File: src/rtl/cmmp_pkg.sv
// Shared types, constants and helpers for the complex matrix multiply/power block.
// No dependencies; imported by the top level, cmmp_cmul and cmmp_acc_cell.
`timescale 1ns / 1ps

package cmmp_pkg;

    localparam int MAX_DIM_DEF   = 8;
    localparam int FRAC_BITS_DEF = 16;
    localparam int DATA_W        = 32;
    localparam int ELEM_W        = 2 * DATA_W;

    // Configuration register indexes.
    localparam logic [2:0] REG_MODE   = 3'd0;
    localparam logic [2:0] REG_A_ROWS = 3'd1;
    localparam logic [2:0] REG_A_COLS = 3'd2;
    localparam logic [2:0] REG_B_ROWS = 3'd3;
    localparam logic [2:0] REG_B_COLS = 3'd4;
    localparam logic [2:0] REG_EXP    = 3'd5;

    localparam logic MODE_MUL = 1'b0;

    // Tag that travels with an operand pair through the product pipeline.
    typedef struct packed {
        logic valid;
        logic first;
    } cmmp_tag_t;

    function automatic logic signed [DATA_W-1:0] sat32(input logic signed [63:0] v);
        logic signed [63:0] hi;
        logic signed [63:0] lo;
        hi = 64'sd2147483647;
        lo = -64'sd2147483648;
        if (v > hi) begin
            return 32'h7fffffff;
        end else if (v < lo) begin
            return 32'h80000000;
        end else begin
            return v[DATA_W-1:0];
        end
    endfunction

endpackage

File: src/rtl/cmmp_acc_cell.sv
// One accumulator cell of the result-row ring; passes its value to the next cell.
// Depends on cmmp_pkg.
`timescale 1ns / 1ps

module cmmp_acc_cell
    import cmmp_pkg::*;
#(
    parameter int W = 52
) (
    input  logic                aclk,
    input  logic                shift,
    input  logic                clear,
    input  logic                add_en,
    input  logic signed [W-1:0] prev_re,
    input  logic signed [W-1:0] prev_im,
    input  logic signed [W-1:0] prod_re,
    input  logic signed [W-1:0] prod_im,
    output logic signed [W-1:0] acc_re,
    output logic signed [W-1:0] acc_im
);

    logic signed [W-1:0] base_re, base_im;

    assign base_re = clear ? '0 : prev_re;
    assign base_im = clear ? '0 : prev_im;

    always_ff @(posedge aclk) begin
        if (shift) begin
            acc_re <= base_re + (add_en ? prod_re : '0);
            acc_im <= base_im + (add_en ? prod_im : '0);
        end
    end

endmodule
File: config.mk
export PLATFORM = sky130hd
export DESIGN_NAME = cmmp_acc_cell
export DESIGN_NICKNAME = d
export VERILOG_FILES = /design/src/rtl/cmmp_pkg.sv /design/src/rtl/cmmp_acc_cell.sv
export SDC_FILE = /design/constraint.sdc
export NUM_CORES = 1
export LEC_CHECK = 0
export ABC_AREA = 1
export BUFFER_PORTS_ARGS = -buffer_cell sky130_fd_sc_hd__buf_4
export CORE_MARGIN = 1
export CORE_UTILIZATION = 30
export DETAILED_ROUTE_END_ITERATION = 8
export PLACE_DENSITY = 0.57
export SLEW_MARGIN = 20
export SYNTH_ARGS = -nofsm -noshare
export SYNTH_HDL_FRONTEND = slang
export SYNTH_SLANG_ARGS = --single-unit
File: constraint.sdc
create_clock -name aclk -period 3.05 [get_ports aclk]
set_input_delay 0.305 -clock aclk [delete_from_list [all_inputs] [get_ports aclk]]
set_output_delay 0.305 -clock aclk [all_outputs]
set_load 0.02 [all_outputs]
; ---- Word level (Yosys, flattened, before mapping)
; Index checks and enable logic that the tools add are counted.
[word_totals]
regBits = 104
latchBits = 0
ram_bits = 0
romBits = 0
out_inout_bits = 104
wordCells = 8
n_memories = 0
[op_classes]
n_addsub = 2
mul = 0
n_div = 0
magnitude_cmp = 0
n_eq_ne = 0
shift = 0
muxes = 4
bitwise_logic = 0
reduce_logical = 0
[op_table]
columns = op, count
row1 = 2-to-1 mux 52 bit, 4
row2 = adder 52 bit, 2

; ---- Logic depth before layout (Yosys ltp)
[logic_depth]
ltp_word = 2
depth_mapped = 17
depth_no_buf = 15

; ---- Worst setup path after synthesis
; Ideal clock, no wire load.
[synth_timing]
kind = input to register
from = input clear
to = register acc_im[32], data pin
setup_ns = 0.259
arrival_ns = 2.333
required_time_ns = 2.791
path_slack_ns = 0.458
path_stages = 14
path_buffers = 2
path_cell_list = clkbuf_1 -> clkbuf_1 -> nor2_1 -> ha_1 -> fa_1 -> nand2_1 -> nand3_1 -> nand3_1 -> nand2_2 -> nand2_1 -> nand2_1 -> nand2_1 -> nand3_1 -> xor2_1
[synth_via]
elab_chain_cells = 2
[synth_lines]
columns = element, line
row1 = start: declaration, cmmp_acc_cell.sv:12  ; input logic clear,
row2 = 2-to-1 mux 52 bit, cmmp_acc_cell.sv:25  ; assign base_im = clear ? '0 : prev_im;
row3 = adder 52 bit, cmmp_acc_cell.sv:30  ; acc_im <= base_im + (add_en ? prod_im : '0);
row4 = end signal: assignment, cmmp_acc_cell.sv:30
row5 = end: declaration, cmmp_acc_cell.sv:19  ; output logic signed [W-1:0] acc_im
; No other way between the ends.
; A chain may end at the register's enable or synchronous reset.

; ---- Worst setup path after layout
[layout_timing]
from = input add_en
to = register acc_im[36], data pin
[layout_via]
elab_chain_cells = 2
[layout_lines]
columns = element, line
row1 = start: declaration, cmmp_acc_cell.sv:13  ; input logic add_en,
row2 = 2-to-1 mux 52 bit, cmmp_acc_cell.sv:30
row3 = adder 52 bit, cmmp_acc_cell.sv:30
; No other way between the ends.

==> results.tsv <==
stage	metric	value	unit
synthesis	synthTopCellsByArea	nand2_1 (24%), edfxtp_1 (23%), inv_1 (16%)	
detailed_routing	drtIter0Drc	934	
timing	tns	0	ns
placement	port_buffers	315	
clocking	postCtsHoldBufs	0	
detailed_routing	wire_per_inst	16.0	um
synthesis	syn_area_per_cell	5.74	sq um
synthesis	synth_cells	2394	
detailed_routing	wl_met3	2220	um
grt	grt_pass1_wl	81000	um
detailed_routing	wl_met2	26300	um
timing	max_freq	408	MHz
synthesis	synth_top_area_cell	nand2_1	
clocking	post_cts_buffers	0	
clocking	cts_buffers	9	
layout	fin_util	38.2	%
clocking	cts_root_buffer	clkbuf_16	
timing	finalHoldViolCount	0	
synthesis	synth_cell_types	30	
hold_path	min_path_cells	4	
critical_path	crit_buf_inv	4	
clocking	htree_levels	3	
synthesis	synth-async-reset-ratio	0	%
placement	dp.cells	3307	
job	drv_cap	0	
layout	drive_gt1_share	17.1	%
timing	tightest_slew	0.532	ns
placement	dpl.hpwl	45600	um
pwr	ir_worst_vdd	0.237	mV
synthesis	syn_nets	2710	
detailed_routing	drt_wl_total	53000	um
timing	min_period	2.45	ns
timing	setup_violations	0	
timing	rsz0062_at_grt	false	
detailed_routing	avgViaCountPerCell	4.47	
critical_path	cp.arrival	2.62	ns
run_status	outcome	finished clean	
clocking	path_clk_slew	0.08	ns
critical_path	cp_common_cell	nand2_1	
clocking	numClockSinks	104	
critical_path	worstPathRequired	3.22	ns
floorplan	die_h	216	um
timing	setup_ws	0.596	ns
pwr	p_per_area	313	nW/um^2
detailed_routing	antenna_left	0	
synthesis	yosys_register_bits	104	
timing	whs	0.279	ns
floorplan	initial_core_util	30.4	%
critical_path	cp_max_fo	33	
pwr	p_leak	10.6	nW
hold_path	hold_path_end	acc_re[0]	
clocking	ctsResizeCount	0	
grt	grt.overflow.total	0	
detailed_routing	vias	14848	
layout	final_common_cell	nand2_1	
critical_path	timing_worst_setup_path_type	in2reg	
hold_path	hp-class	in2reg	
layout	layout_common_cells	nand2_1 (895), inv_1 (581), buf_4 (331)	
floorplan	rows	78	
detailed_routing	topRoutingLayerUsed	met5	
critical_path	cp-end-kind	register	
detailed_routing	dr.pass1.iters	5	
floorplan	num_io_pins	316	
grt	grt_max_degree	54	
critical_path	cp-start-kind	input pin	
grt	grtUsageTotal	22.7	%
floorplan	die_w	216	um
synthesis	ys_seq_area_share	22.7	%
synthesis	synth_top_cell_area_share	24.4	%
placement	place_ws	0.179	ns
detailed_routing	route.detailed.drc	0	
grt	antenna_found_initial	2	
placement	gp_congestion	0.964	
timing	slew_headroom	64.3	%
detailed_routing	wl_met1	22900	um
clocking	clock_path_buffers	2	
layout	num-fill-cells	5084	
critical_path	critPathTopFamily	compound AO/OA/AOI/OAI gates	
grt	grt_pass1_vias	14652	
clocking	cts_tree	yes	
synthesis	synth_edf_count	104	
layout	area_growth	25.9	%
layout	fin_nets	3034	
floorplan	core_area	45300	sq um
layout	fin_cells	3324	
floorplan	dieArea	46700	sq um
synthesis	yosys_warnings	0	
critical_path	slowest_delay	0.44	ns
synthesis	ys.flop_type	edfxtp_1	
timing	post-route-period-util	80.4	%
critical_path	cp_slowest_cell	a21boi_0	
synthesis	synth.cell_area	13700	sq um
hold_path	hp-start	prod_re[0]	
critical_path	path_cells	buf_4, buf_4, nand2_1, inv_1, ha_1, nand2_1, inv_1, nand2_1, nand2_1, a21oi_1, a21boi_0, nand2_1, nand2_1, nand2_1	
timing	maxSlewViolCount	0	
power by group:
| part | total [mW] | switching, mW | internal, mW |
|---|---|---|---|
| logic | 2.09 | 1.28 | 0.806 |
| clock network | 1.43 | 0.699 | 0.727 |
| registers | 1.91 | 0.0981 | 1.81 |
cell usage after synthesis (12+ instances only):
library cell,number
inv_1,581
nand2_2,23
a21oi_1,73
nor2_1,234
and2_1,12
nand4_1,24
nor3_1,15
nand2_1,895
inv_2,30
xor2_1,56
ha_1,102
edfxtp_1,104
o21bai_1,16
clkbuf_1,22
nor2_2,36
nand3_1,106
metal layers:
metal | GRT usage (%) | vias up
met1 | 28.0 | 6618
met4 | 8.26 | 2
met5 | 0 | -
met2 | 40.7 | 393
met3 | 2.44 | 63
li1 | - | 7772
state kept, by name (all words and copies together) (netlist names):
register,cells
acc_im,52
acc_re,52
stage by stage:
step                      cell area [sq um]  power [mW]
after floorplan                       13700        3.07
after global placement                17000        4.04
after detailed placement              17000        4.04
after CTS                             17300        5.48
after global routing                  17300        5.72
final                                 17300        5.42
cells by family (layout without fill, tap and decap cells):
| logic type | Yosys count | count (layout) | synth area share [%] |
|---|---|---|---|
| xor gates and xnor gates | 62 | 62 | 3.95 |
| AOI/OAI and AO/OA | 106 | 106 | 4.31 |
| other | 0 | 1 | 0 |
| and+or+nand+nor | 1383 | 1383 | 42.1 |
| DFF | 104 | 104 | 22.7 |
| buffers and inverters | 635 | 964 | 17.3 |
| adders and majority gates | 104 | 104 | 9.57 |
cell type report:
type | count | area [sq um] | share of cell area, %
sequential | 104 | 3120 | 18.0
inverter | 613 | 2300 | 13.3
multi-input combinational | 1655 | 8240 | 47.6
timing repair buffer | 335 | 2560 | 14.8
antenna | 1 | 2.50 | 0.0145
clock buffer | 10 | 229 | 1.32
tap | 600 | 751 | 4.34
clock inverter | 6 | 90.1 | 0.521
how the worst max path moves through the flow:
stage,cells past startpoint,startpoint,endpoint,slack (ns)
2_1_floorplan,14,clear,acc_im[32],0.46
3_3_place_gp,14,add_en,acc_im[36],0.13
3_5_place_dp,14,add_en,acc_im[36],0.18
4_1_cts,14,add_en,acc_im[36],0.63
5_1_grt,14,add_en,acc_im[36],0.45
6_report,14,add_en,acc_im[36],0.60
Note: power is estimated with default switching activity, not from simulation.
